==> src/sv/prq_pkg.sv <==
// Package for the priority run queue: types, constants and codes.
`default_nettype none
package prq_pkg;
  localparam int unsigned IdW = 6;
  localparam int unsigned Slots = 64;
  localparam int unsigned Levels = 11;
  localparam int unsigned LvlW = 4;
  localparam int unsigned SpecialLevel = 5;
  localparam int unsigned MaxEntries = 64;
  localparam int unsigned CntW = 7;

  typedef enum logic [1:0] {
    REQ_ADD = 2'd0,
    REQ_REMOVE = 2'd1,
    REQ_SELECT = 2'd2,
    REQ_NONE = 2'd3
  } req_e;

  typedef enum logic [2:0] {
    ST_OK = 3'd0,
    ST_EMPTY = 3'd1,
    ST_BAD_PRIO = 3'd2,
    ST_NOT_FOUND = 3'd3,
    ST_FULL = 3'd4
  } status_e;

  // link: bit IdW is the null flag
  typedef struct packed {
    logic nul;
    logic [IdW-1:0] id;
  } link_t;

  typedef struct packed {
    logic [1:0] req_type;
    logic [IdW-1:0] task_id;
    logic [3:0] task_priority;
  } req_t;

  typedef struct packed {
    logic [2:0] status;
    logic picked_valid;
    logic [IdW-1:0] picked_id;
  } rsp_t;
endpackage
`default_nettype wire

==> src/sv/priority_run_queue.sv <==
// Top level of the priority run queue: sequencer over head/tail registers and link memory.
//
// Usage: raise start_i with a request on req_i while busy_o is low; the beat
// is taken at that edge. Requests: add (append id to the tail of a priority
// list), remove (unlink id from the named list), select (pop the head of
// priority five first, then the lowest non-empty priority). Every request
// yields one result on rsp_o, marked by done_o for a single cycle; the
// receiver cannot stall it.
// An add or select that changes the lists passes through decode, a link
// memory step (S_RD for add, S_POP for select), then the result cycle.
// A rejected request, an empty select or an unused code goes from decode
// straight to the result cycle. Remove walks the list one node per cycle
// through the single link memory read port and unlinks the id where it is
// found; the walk ends at the list's tail when the id is missing from a
// list (up to 64 nodes). busy_o stays high through the result cycle, so
// the next request is taken at the end of the cycle after done_o.
// Reset clears every list, the queued marks and the count at once; the link
// memory needs no clearing since it is only read for queued ids.
`default_nettype none
module priority_run_queue (
  input  wire logic clk_i,
  input  wire logic rst_ni,
  input  wire logic start_i,
  output logic busy_o,
  input  wire prq_pkg::req_t req_i,
  output logic done_o,
  output prq_pkg::rsp_t rsp_o
);
  typedef enum logic [6:0] {
    S_IDLE = 7'b0000001,
    S_DEC  = 7'b0000010,
    S_RD   = 7'b0000100,
    S_WALK = 7'b0001000,
    S_POP  = 7'b0010000,
    S_UNL  = 7'b0100000,
    S_DONE = 7'b1000000
  } state_e;

  state_e state_q, state_d;
  prq_pkg::req_t req_q;
  prq_pkg::link_t head_q [prq_pkg::Levels];
  prq_pkg::link_t tail_q [prq_pkg::Levels];
  logic [prq_pkg::Slots-1:0] mark_q;
  logic [prq_pkg::CntW-1:0] cnt_q;
  logic [prq_pkg::LvlW-1:0] lvl_q;
  prq_pkg::link_t cur_q, prev_q;
  prq_pkg::rsp_t rsp_q;
  prq_pkg::rsp_t dec_rsp;

  // link memory
  prq_pkg::link_t mem [prq_pkg::Slots];
  prq_pkg::link_t rd_q;
  logic [prq_pkg::IdW-1:0] rd_addr, wr_addr;
  prq_pkg::link_t wr_data;
  logic rd_en, wr_en;

  always_ff @(posedge clk_i) begin
    if (wr_en) mem[wr_addr] <= wr_data;
    if (rd_en) rd_q <= mem[rd_addr];
  end

  logic prio_ok;
  logic [prq_pkg::LvlW-1:0] pick_lvl;
  logic pick_any;
  assign prio_ok = req_q.task_priority < prq_pkg::LvlW'(prq_pkg::Levels);

  // select priority: special level first, then lowest non-empty
  always_comb begin
    pick_any = 1'b0;
    pick_lvl = '0;
    for (int i = prq_pkg::Levels - 1; i >= 0; i--) begin
      if (!head_q[i].nul) begin
        pick_any = 1'b1;
        pick_lvl = prq_pkg::LvlW'(i);
      end
    end
    if (!head_q[prq_pkg::SpecialLevel].nul) pick_lvl = prq_pkg::LvlW'(prq_pkg::SpecialLevel);
  end

  // result as known at decode; a remove miss is found later on the walk
  always_comb begin
    dec_rsp = '0;
    unique case (req_q.req_type)
      prq_pkg::REQ_ADD: begin
        if (cnt_q >= prq_pkg::CntW'(prq_pkg::MaxEntries)) dec_rsp.status = prq_pkg::ST_FULL;
        else if (!prio_ok) dec_rsp.status = prq_pkg::ST_BAD_PRIO;
        else if (mark_q[req_q.task_id]) dec_rsp.status = prq_pkg::ST_FULL;
      end
      prq_pkg::REQ_REMOVE: begin
        if (!prio_ok) dec_rsp.status = prq_pkg::ST_BAD_PRIO;
        else if (head_q[lvl_q].nul) dec_rsp.status = prq_pkg::ST_NOT_FOUND;
      end
      prq_pkg::REQ_SELECT: begin
        if (cnt_q == '0 || !pick_any) dec_rsp.status = prq_pkg::ST_EMPTY;
        else begin
          dec_rsp.picked_valid = 1'b1;
          dec_rsp.picked_id = head_q[pick_lvl].id;
        end
      end
      default: ;
    endcase
  end

  prq_pkg::link_t nul_link;
  assign nul_link = '{nul: 1'b1, id: '0};

  always_comb begin
    state_d = state_q;
    rd_en = 1'b0;
    rd_addr = '0;
    wr_en = 1'b0;
    wr_addr = '0;
    wr_data = nul_link;
    unique case (state_q)
      S_IDLE: if (start_i) state_d = S_DEC;
      S_DEC: begin
        unique case (req_q.req_type)
          prq_pkg::REQ_ADD: begin
            if (cnt_q >= prq_pkg::CntW'(prq_pkg::MaxEntries) || !prio_ok ||
                mark_q[req_q.task_id]) begin
              state_d = S_DONE;
            end else begin
              wr_en = 1'b1;
              wr_addr = req_q.task_id;
              state_d = S_RD;
            end
          end
          prq_pkg::REQ_REMOVE: begin
            if (!prio_ok || head_q[lvl_q].nul) state_d = S_DONE;
            else begin
              rd_en = 1'b1;
              rd_addr = head_q[lvl_q].id;
              state_d = S_WALK;
            end
          end
          prq_pkg::REQ_SELECT: begin
            if (cnt_q == '0 || !pick_any) state_d = S_DONE;
            else begin
              rd_en = 1'b1;
              rd_addr = head_q[pick_lvl].id;
              state_d = S_POP;
            end
          end
          default: state_d = S_DONE;
        endcase
      end
      S_RD: begin
        // add: link old tail to new id
        if (!head_q[lvl_q].nul) begin
          wr_en = 1'b1;
          wr_addr = tail_q[lvl_q].id;
          wr_data = '{nul: 1'b0, id: req_q.task_id};
        end
        state_d = S_DONE;
      end
      S_WALK: begin
        // rd_q = next of cur_q
        if (cur_q.id == req_q.task_id) state_d = S_UNL;
        else if (rd_q.nul) state_d = S_DONE;
        else state_d = S_RD;
        if (cur_q.id != req_q.task_id && !rd_q.nul) begin
          rd_en = 1'b1;
          rd_addr = rd_q.id;
          state_d = S_WALK;
        end
      end
      S_UNL: begin
        if (!prev_q.nul) begin
          wr_en = 1'b1;
          wr_addr = prev_q.id;
          wr_data = rd_q;
        end
        state_d = S_DONE;
      end
      S_POP: state_d = S_DONE;
      S_DONE: state_d = S_IDLE;
      default: state_d = S_IDLE;
    endcase
  end

  always_ff @(posedge clk_i or negedge rst_ni) begin
    if (!rst_ni) begin
      state_q <= S_IDLE;
      mark_q <= '0;
      cnt_q <= '0;
      for (int i = 0; i < prq_pkg::Levels; i++) begin
        head_q[i] <= '{nul: 1'b1, id: '0};
        tail_q[i] <= '{nul: 1'b1, id: '0};
      end
    end else begin
      state_q <= state_d;
      unique case (state_q)
        S_RD: begin
          if (head_q[lvl_q].nul) head_q[lvl_q] <= '{nul: 1'b0, id: req_q.task_id};
          tail_q[lvl_q] <= '{nul: 1'b0, id: req_q.task_id};
          mark_q[req_q.task_id] <= 1'b1;
          cnt_q <= cnt_q + 1'b1;
        end
        S_POP: begin
          head_q[lvl_q] <= rd_q;
          if (rd_q.nul) tail_q[lvl_q] <= nul_link;
          mark_q[cur_q.id] <= 1'b0;
          cnt_q <= cnt_q - 1'b1;
        end
        S_UNL: begin
          if (prev_q.nul) head_q[lvl_q] <= rd_q;
          if (rd_q.nul) tail_q[lvl_q] <= prev_q;
          mark_q[cur_q.id] <= 1'b0;
          cnt_q <= cnt_q - 1'b1;
        end
        default: ;
      endcase
    end
  end

  // datapath registers
  always_ff @(posedge clk_i) begin
    unique case (state_q)
      S_IDLE: begin
        req_q <= req_i;
        lvl_q <= req_i.task_priority;
        rsp_q <= '0;
      end
      S_DEC: begin
        prev_q <= nul_link;
        rsp_q <= dec_rsp;
        unique case (req_q.req_type)
          prq_pkg::REQ_REMOVE: cur_q <= head_q[lvl_q];
          prq_pkg::REQ_SELECT: begin
            lvl_q <= pick_lvl;
            cur_q <= head_q[pick_lvl];
          end
          default: ;
        endcase
      end
      S_WALK: begin
        if (cur_q.id != req_q.task_id) begin
          if (rd_q.nul) rsp_q.status <= prq_pkg::ST_NOT_FOUND;
          prev_q <= cur_q;
          cur_q <= rd_q;
        end
      end
      default: ;
    endcase
  end

  assign busy_o = (state_q != S_IDLE);
  assign done_o = (state_q == S_DONE);
  assign rsp_o = rsp_q;

  a_cnt_max: assert property (@(posedge clk_i) disable iff (!rst_ni)
    cnt_q <= prq_pkg::CntW'(prq_pkg::MaxEntries)) else $error("count overflow");
  a_cnt_marks: assert property (@(posedge clk_i) disable iff (!rst_ni)
    state_q == S_IDLE |-> $countones(mark_q) == int'(cnt_q)) else $error("count mismatch");
  a_done_one: assert property (@(posedge clk_i) disable iff (!rst_ni)
    done_o |=> !done_o) else $error("result held twice");
  a_pick_ok: assert property (@(posedge clk_i) disable iff (!rst_ni)
    done_o && rsp_o.picked_valid |-> rsp_o.status == prq_pkg::ST_OK) else $error("bad pick");
endmodule
`default_nettype wire

==> config.mk <==
export PLATFORM = sky130hd
export DESIGN_NAME = priority_run_queue
export DESIGN_NICKNAME = d
export VERILOG_FILES = /design/src/sv/prq_pkg.sv /design/src/sv/priority_run_queue.sv
export SDC_FILE = /design/constraint.sdc
export NUM_CORES = 1
export LEC_CHECK = 0
export BUFFER_PORTS_ARGS = -buffer_cell sky130_fd_sc_hd__clkbuf_2
export CORE_MARGIN = 2
export CORE_UTILIZATION = 60
export CTS_BUF_LIST = sky130_fd_sc_hd__clkbuf_8
export CTS_CLUSTER_SIZE = 14
export DETAILED_ROUTE_END_ITERATION = 8
export PLACE_DENSITY = 0.73
export SYNTH_ARGS = -nofsm -noshare
export SYNTH_HDL_FRONTEND = slang
export SYNTH_SLANG_ARGS = --single-unit
==> constraint.sdc <==
create_clock -name clk_i -period 5.26 [get_ports clk_i]
set_input_delay 0.789 -clock clk_i [delete_from_list [all_inputs] [get_ports clk_i]]
set_output_delay 0.789 -clock clk_i [all_outputs]
set_load 0.05 [all_outputs]
==> flow_metrics.env, run 1 <==
export IMPL_combPwrFrac=0.160
export IMPL_clock_root_buffer="clkbuf_8"
export IMPL_p_int_mw=9.40
export IMPL_cts_hold_buf=0
export IMPL_cp_slowest_cell="edfxtp_1"
export IMPL_grt_max_degree=131
export IMPL_yosysTopAreaCellShare=0.469
export IMPL_grt_use_total=0.318
export IMPL_yosysTopAreaCell="edfxtp_1"
export IMPL_synth_top_flop_cell="edfxtp_1"
export IMPL_crit_family="simple AND/OR/NAND/NOR gates"
export IMPL_synth_most_common_cell="edfxtp_1"
export IMPL_wl_um=85500
export IMPL_fp_dieArea_um2=54600
export IMPL_ios=27
export IMPL_power_switching_mw=4.01
export IMPL_avgSynthCellArea_um2=12.4
export IMPL_multi_input_area_um2=10400
export IMPL_gp_congestion=0.942
export IMPL_muxShareOfSynthArea=0.0886
export IMPL_maxCapViolCount=0
export IMPL_cts_sinks=716
export IMPL_synth_edf_count=495
export IMPL_hp_class="input port to async pin"
export IMPL_fin_hold_ws_ps=250
export IMPL_seq_power_share=0.498
export IMPL_avgViaCountPerCell=6.50
export IMPL_cts_tree="yes"
export IMPL_slew_headroom=0.217
export IMPL_synth_top_family_by_area="compound AO/OA/AOI/OAI gates"
export IMPL_fillers=3848
export IMPL_rrSetupSlack_ps=330
export IMPL_drtPass1Iterations=7
export IMPL_start_util=0.605
export IMPL_synth_area_leaders="edfxtp_1 47%, dfrtp_1 17%, mux2i_1 5.6%, nand2_1 4.1%, o21ai_0 3.9%"
export IMPL_skew_ps=31.8
export IMPL_yosysSeqAreaShare=0.644
export IMPL_syn_area_um2=31700
export IMPL_rsz0062_at_grt="no"
export IMPL_die_x_um=234
export IMPL_route_detailed_drc=0
export IMPL_cts_max_level=3
export IMPL_synth_simple_gate_area_frac=0.107
export IMPL_die_h_um=234
export IMPL_postCtsSetupBuffers=0
export IMPL_cp_common_cell="nor2_1"
export IMPL_grt_pass1_vias=21800
export IMPL_yosys_top_cells_count="495 x edfxtp_1, 347 x nand2_1, 244 x o21ai_0, 209 x dfrtp_1, 207 x nor2_1"
export IMPL_cp_arrival_ps=5290
export IMPL_setup_viol=0
export IMPL_ys_ff_latch=716
export IMPL_synth_nets=2570
export IMPL_maxSlewViolCount=0
export IMPL_leakagePower_nw=14.1
export IMPL_cts_max_path_buffers=3
export IMPL_wl_per_cell_um=25.1
export IMPL_crit_buf_inv=2
export IMPL_finalCriticalPeriod_ps=4930
export IMPL_critPathMaxStageDelay_ps=660
export IMPL_area_sequential_um2=20400
export IMPL_gr_total_overflow=0
export IMPL_place_port_buffers=26
export IMPL_synthAdderAreaFrac=0.00419
export IMPL_synthDistinctLibCells=84
export IMPL_fin_tns_setup_ps=0
export IMPL_startpoint_type="flip-flop"
export IMPL_drive_gt1_frac=0.135
export IMPL_antenna_found_initial=0
export IMPL_rows=84
export IMPL_ctsResizeCount=0
export IMPL_insertion_delay_ps=740
export IMPL_crit_chain="buf_12, inv_2, nor2_1, a221oi_1, a31oi_1, o311ai_0, nand4_1, or4b_1, nor2_2, a222oi_1, nor2_1, nand2_1, nor2_1"
export IMPL_endpoint_kind="flip-flop"
export IMPL_cp_max_fo=13
export IMPL_num_vias=22100
export IMPL_finalNetCount=2644
export IMPL_hpwlAfterDp_um=55700
export IMPL_synth_warnings=0
export IMPL_synth_cells=2545
export IMPL_ant_nets=0
export IMPL_status="finished clean"
export IMPL_clkTransAtPathRegs_ps=60
export IMPL_worstMarginPinSlew_ps=1140
export IMPL_drtIter0Drc=2794
export IMPL_powerDensity_nw_per_um2=383
export IMPL_grt_pass1_wl_um=130000
export IMPL_power_frac_clock=0.343
export IMPL_finalCritPeriodShare=0.937
export IMPL_swShare=0.299
export IMPL_async_flop_share=0.309
export IMPL_crit_required_ps=5620
export IMPL_timing_fmax_mhz=203
export IMPL_synth_xor_area_share=0.00360
export IMPL_ir_worst_vdd_v=0.000251
export IMPL_cts_made_buffers=114
export IMPL_core_area_um2=52300
export IMPL_synth_compound_area_frac=0.123
export IMPL_crit_type="flip-flop to flip-flop"
export IMPL_syn2layout_area_growth_pct=10.6
export IMPL_hold_viol=0
sequential cells by signal, indices dropped and copies added, names as in the netlist, 7 cells and up:
register and count:
mem 448, head_q 77, tail_q 66, mark_q 64, req_q 12, rsp_o 10, cnt_q 7, cur_q 7
prev_q 7, rd_q 7, state_q 7
metal layers:
metal  up-vias  share of wire  GRT usage
li1       9677              -          -
met1     10900           0.39      0.427
met2      1224           0.47      0.503
met3       268          0.092     0.0702
met4         0          0.045      0.141
met5         -              0          0
cells in the final DEF (no fill, tap or decap), types with 19 or more instances in the layout:
master / count
clkinv_1: 20
a211oi_1: 46
nand2_1: 347
clkbuf_2: 25
and3_1: 31
o21ai_0: 242
dfrtp_1: 209
buf_4: 74
nor2_1: 207
a22oi_1: 27
edfxtp_1: 495
a221oi_1: 19
mux2i_1: 178
clkbuf_8: 129
nor3_1: 19
a21oi_1: 106
inv_1: 64
and2_1: 23
mux4_2: 37
nand3_1: 61
through the flow:
stage	instance area, um2	cells	worst slack, ps	utilization	total power, mW
2_1_floorplan	31700	2545	1340	-	8.09
3_3_place_gp	32800	3190	537	0.627	8.82
5_1_grt	35000	3401	51.7	0.669	13.9
6_report	35000	3402	332	0.669	13.4
4_1_cts	35000	3401	407	0.669	13.4
3_5_place_dp	32800	3191	451	0.627	8.88
cells by family after synthesis:
kind of cell / Yosys count
AO/OA/AOI/OAI: 614
XOR/XNOR: 13
buffers and inverters: 188
flip-flops: 716
multiplexers: 232
AND/OR/NAND/NOR: 772
adder cells (fa/ha/maj): 10
layout make-up:
class / instances / share of cell area
sequential: 716 / 0.582
multi-input combinational: 1641 / 0.297
clock buffer: 128 / 0.0503
timing repair buffer: 118 / 0.0297
tap: 688 / 0.0246
clock inverter: 82 / 0.0129
inverter: 28 / 0.00300
antenna: 1 / 0.0000714
final timing paths:
check                              to  startpoint  cells past startpoint
max                        mem[50][4]    req_q[4]                     13
min                        mark_q[29]      rst_ni                      1
max reg2reg                mem[50][4]    req_q[4]                     13
min reg2reg                 head_q[7]   head_q[7]                      2
max in group asynchronous  head_q[48]      rst_ni                      2
min in group clk_i           req_q[9]    req_i[9]                      1
power by group through the flow:
| stage | logic [mW] | clock network, mW | registers [mW] |
|---|---|---|---|
| 5_1_grt | 2.29 | 4.90 | 6.70 |
| 2_1_floorplan | 1.40 | 0 | 6.69 |
| 3_3_place_gp | 2.07 | 0 | 6.75 |
| 4_1_cts | 2.12 | 4.64 | 6.66 |
| 3_5_place_dp | 2.11 | 0 | 6.77 |
| 6_report | 2.14 | 4.59 | 6.67 |
Note: power is estimated with default switching activity, not from simulation.
==> run 2, diff against run 1 <==
RECOVER_POWER = 25   (was default)
REMOVE_ABC_BUFFERS = 1   (was default)
==> run 2 against run 1 <==
Effect of this change: the flow now finishes with violations (max-capacitance violations, max-slew violations); non-clock buffer count rose by 52; clock power is 6.5% lower; register-to-register slack lost 260 ps; clock skew is 2.5 ps higher; hold slack got worse by 37 ps; core utilization grew 0.12 points; first-iteration DRC count fell by 15%; design area is 0.18% higher; die area is the same; largest cell class unchanged; largest power group unchanged; highest routed layer unchanged.
==> flow_metrics.env, run 2 (synthesized netlist as in run 1, its figures left out) <==
export IMPL_status="finished with violations"
export IMPL_violations="max-capacitance violations, max-slew violations"
export IMPL_hp_class="input port to flip-flop"
export IMPL_antenna_found_initial=1
export IMPL_finalCritPeriodShare=0.986
export IMPL_gr_total_overflow=0
export IMPL_combPwrFrac=0.164
export IMPL_critPathMaxStageDelay_ps=700
export IMPL_reg2reg_depth=15
export IMPL_stdcell_area_um2=35100
export IMPL_clkTransAtPathRegs_ps=70
export IMPL_grt_pass1_wl_um=128000
export IMPL_p_int_mw=9.12
export IMPL_num_vias=22100
export IMPL_power_frac_clock=0.327
export IMPL_layout_commonest_cell="edfxtp_1"
export IMPL_cts_tree="yes"
export IMPL_leakagePower_nw=14.3
export IMPL_worstMarginPinSlew_ps=2760
export IMPL_cts_hold_buf=0
export IMPL_gp_congestion=0.956
export IMPL_cp_max_fo=14
export IMPL_layout_common_cells="495 x edfxtp_1, 347 x nand2_1, 244 x o21ai_0"
export IMPL_postCtsSetupBuffers=0
export IMPL_finalCriticalPeriod_ps=5190
export IMPL_cts_max_path_buffers=3
export IMPL_fillers=3837
export IMPL_skew_ps=34.3
export IMPL_grt_max_degree=107
export IMPL_insertion_delay_ps=760
export IMPL_avgViaCountPerCell=6.40
export IMPL_maxSlewViolCount=146
export IMPL_finalNetCount=2693
export IMPL_setup_viol=0
export IMPL_clock_root_buffer="clkbuf_8"
export IMPL_maxCapViolCount=2
export IMPL_largest_register_ffs=448
export IMPL_crit_chain="clkbuf_1, xor2_1, nor4_1, nand3_1, and2_1, a22o_1, a41oi_1, buf_4, and2_1, buf_4, a22o_1, a221oi_1, o221ai_1, a31o_1, a21bo_1"
export IMPL_endpoint_kind="flip-flop"
export IMPL_startpoint_type="flip-flop"
export IMPL_syn2layout_area_growth_pct=10.8
export IMPL_drtIter0Drc=2379
export IMPL_power_mw=13.1
export IMPL_drive_gt1_frac=0.135
export IMPL_swShare=0.306
export IMPL_core_area_um2=52300
export IMPL_cts_made_buffers=111
export IMPL_top_register="mem"
export IMPL_slew_headroom=-0.841
export IMPL_cp_slowest_cell="edfxtp_1"
export IMPL_crit_required_ps=5780
export IMPL_ir_worst_vdd_v=0.000258
export IMPL_fp_dieArea_um2=54600
export IMPL_timing_fmax_mhz=193
export IMPL_grt_use_total=0.313
export IMPL_drtPass1Iterations=6
export IMPL_wl_um=84400
export IMPL_top_regs="mem: 448 flops, head_q: 77 flops, tail_q: 66 flops"
export IMPL_ant_nets=0
export IMPL_ctsResizeCount=0
export IMPL_place_area_um2=33100
export IMPL_cp_arrival_ps=5710
export IMPL_start_util=0.605
export IMPL_seq_power_share=0.509
export IMPL_die_h_um=234
export IMPL_rsz0062_at_grt="no"
export IMPL_hpwlAfterDp_um=55600
export IMPL_place_port_buffers=26
export IMPL_holdPathStages=1
export IMPL_crit_type="flip-flop to flip-flop"
export IMPL_power_switching_mw=4.02
export IMPL_wl_per_cell_um=24.4
export IMPL_grt_pass1_vias=21800
export IMPL_cts_sinks=716
export IMPL_cts_max_level=3
export IMPL_hold_viol=0
export IMPL_rows=84
export IMPL_powerDensity_nw_per_um2=374
export IMPL_fin_tns_setup_ps=0
export IMPL_route_detailed_drc=0
export IMPL_die_x_um=234
export IMPL_ios=27
run 2: cell types whose count changed in the layout (fill, tap and decap cells not counted), moves of 7 or more:
cell      before  now
buf_12        17   10
buf_4         74  127
clkbuf_1       0   22
clkbuf_2      25   11
clkbuf_8     129  115
inv_1         64   85
run 2: power groups by stage:
stage	clock, mW	sequential [mW]	combinational (mW)
after global routing	4.59	6.70	2.31
after global placement	0	6.77	2.07
after floorplan	0	6.91	1.12
final	4.29	6.68	2.16
after detailed placement	0	6.79	2.10
after CTS	4.34	6.68	2.11
run 2: layout make-up:
| class | instances | area (um2) | share of cell area |
|---|---|---|---|
| clock inverter | 95 | 452 | 0.0129 |
| tap | 688 | 861 | 0.0245 |
| sequential | 716 | 20400 | 0.581 |
| timing repair buffer | 170 | 1290 | 0.0368 |
| clock buffer | 115 | 1580 | 0.0451 |
| antenna | 1 | 2.50 | 0.0000713 |
| multi-input combinational | 1641 | 10400 | 0.296 |
| inverter | 28 | 105 | 0.00299 |
run 2: path summary, 6_finish.rpt:
| kind | start | endpoint | slack (ps) |
|---|---|---|---|
| min in group asynchronous | rst_ni | mark_q[28] | 840 |
| max in group asynchronous | rst_ni | head_q[28] | 1310 |
| setup reg to reg | req_q[6] | rd_q[1] | 70 |
| hold / removal | req_i[8] | req_q[8] | 210 |
| hold reg to reg | tail_q[61] | tail_q[61] | 480 |
| setup / recovery | req_q[6] | rd_q[1] | 70 |
run 2: critical path: cells and delay by family, from the launching register on:
kind	cells	cell delay [ps]
AOI/OAI and AO/OA	7	1650
xor gates and xnor gates	1	150
buffers and inverters	3	1090
DFF	1	700
and+or+nand+nor	4	1330
run 2: per-layer routing:
metal | share of wire | GRT usage
met5 | 0 | 0
met4 | 0.046 | 0.144
met3 | 0.093 | 0.0713
met2 | 0.48 | 0.500
met1 | 0.39 | 0.413
run 2: through the flow:
| stage | setup WS, ps | hold slack [ps] | std cells | util |
|---|---|---|---|---|
| after floorplan | -9040 | 445 | 2385 | - |
| after global placement | 401 | 456 | 3241 | 0.633 |
| after detailed placement | 333 | 466 | 3241 | 0.633 |
| after CTS | 294 | 134 | 3451 | 0.671 |
| after global routing | 77.4 | 195 | 3454 | 0.671 |
| final | 72.7 | 214 | 3454 | 0.671 |
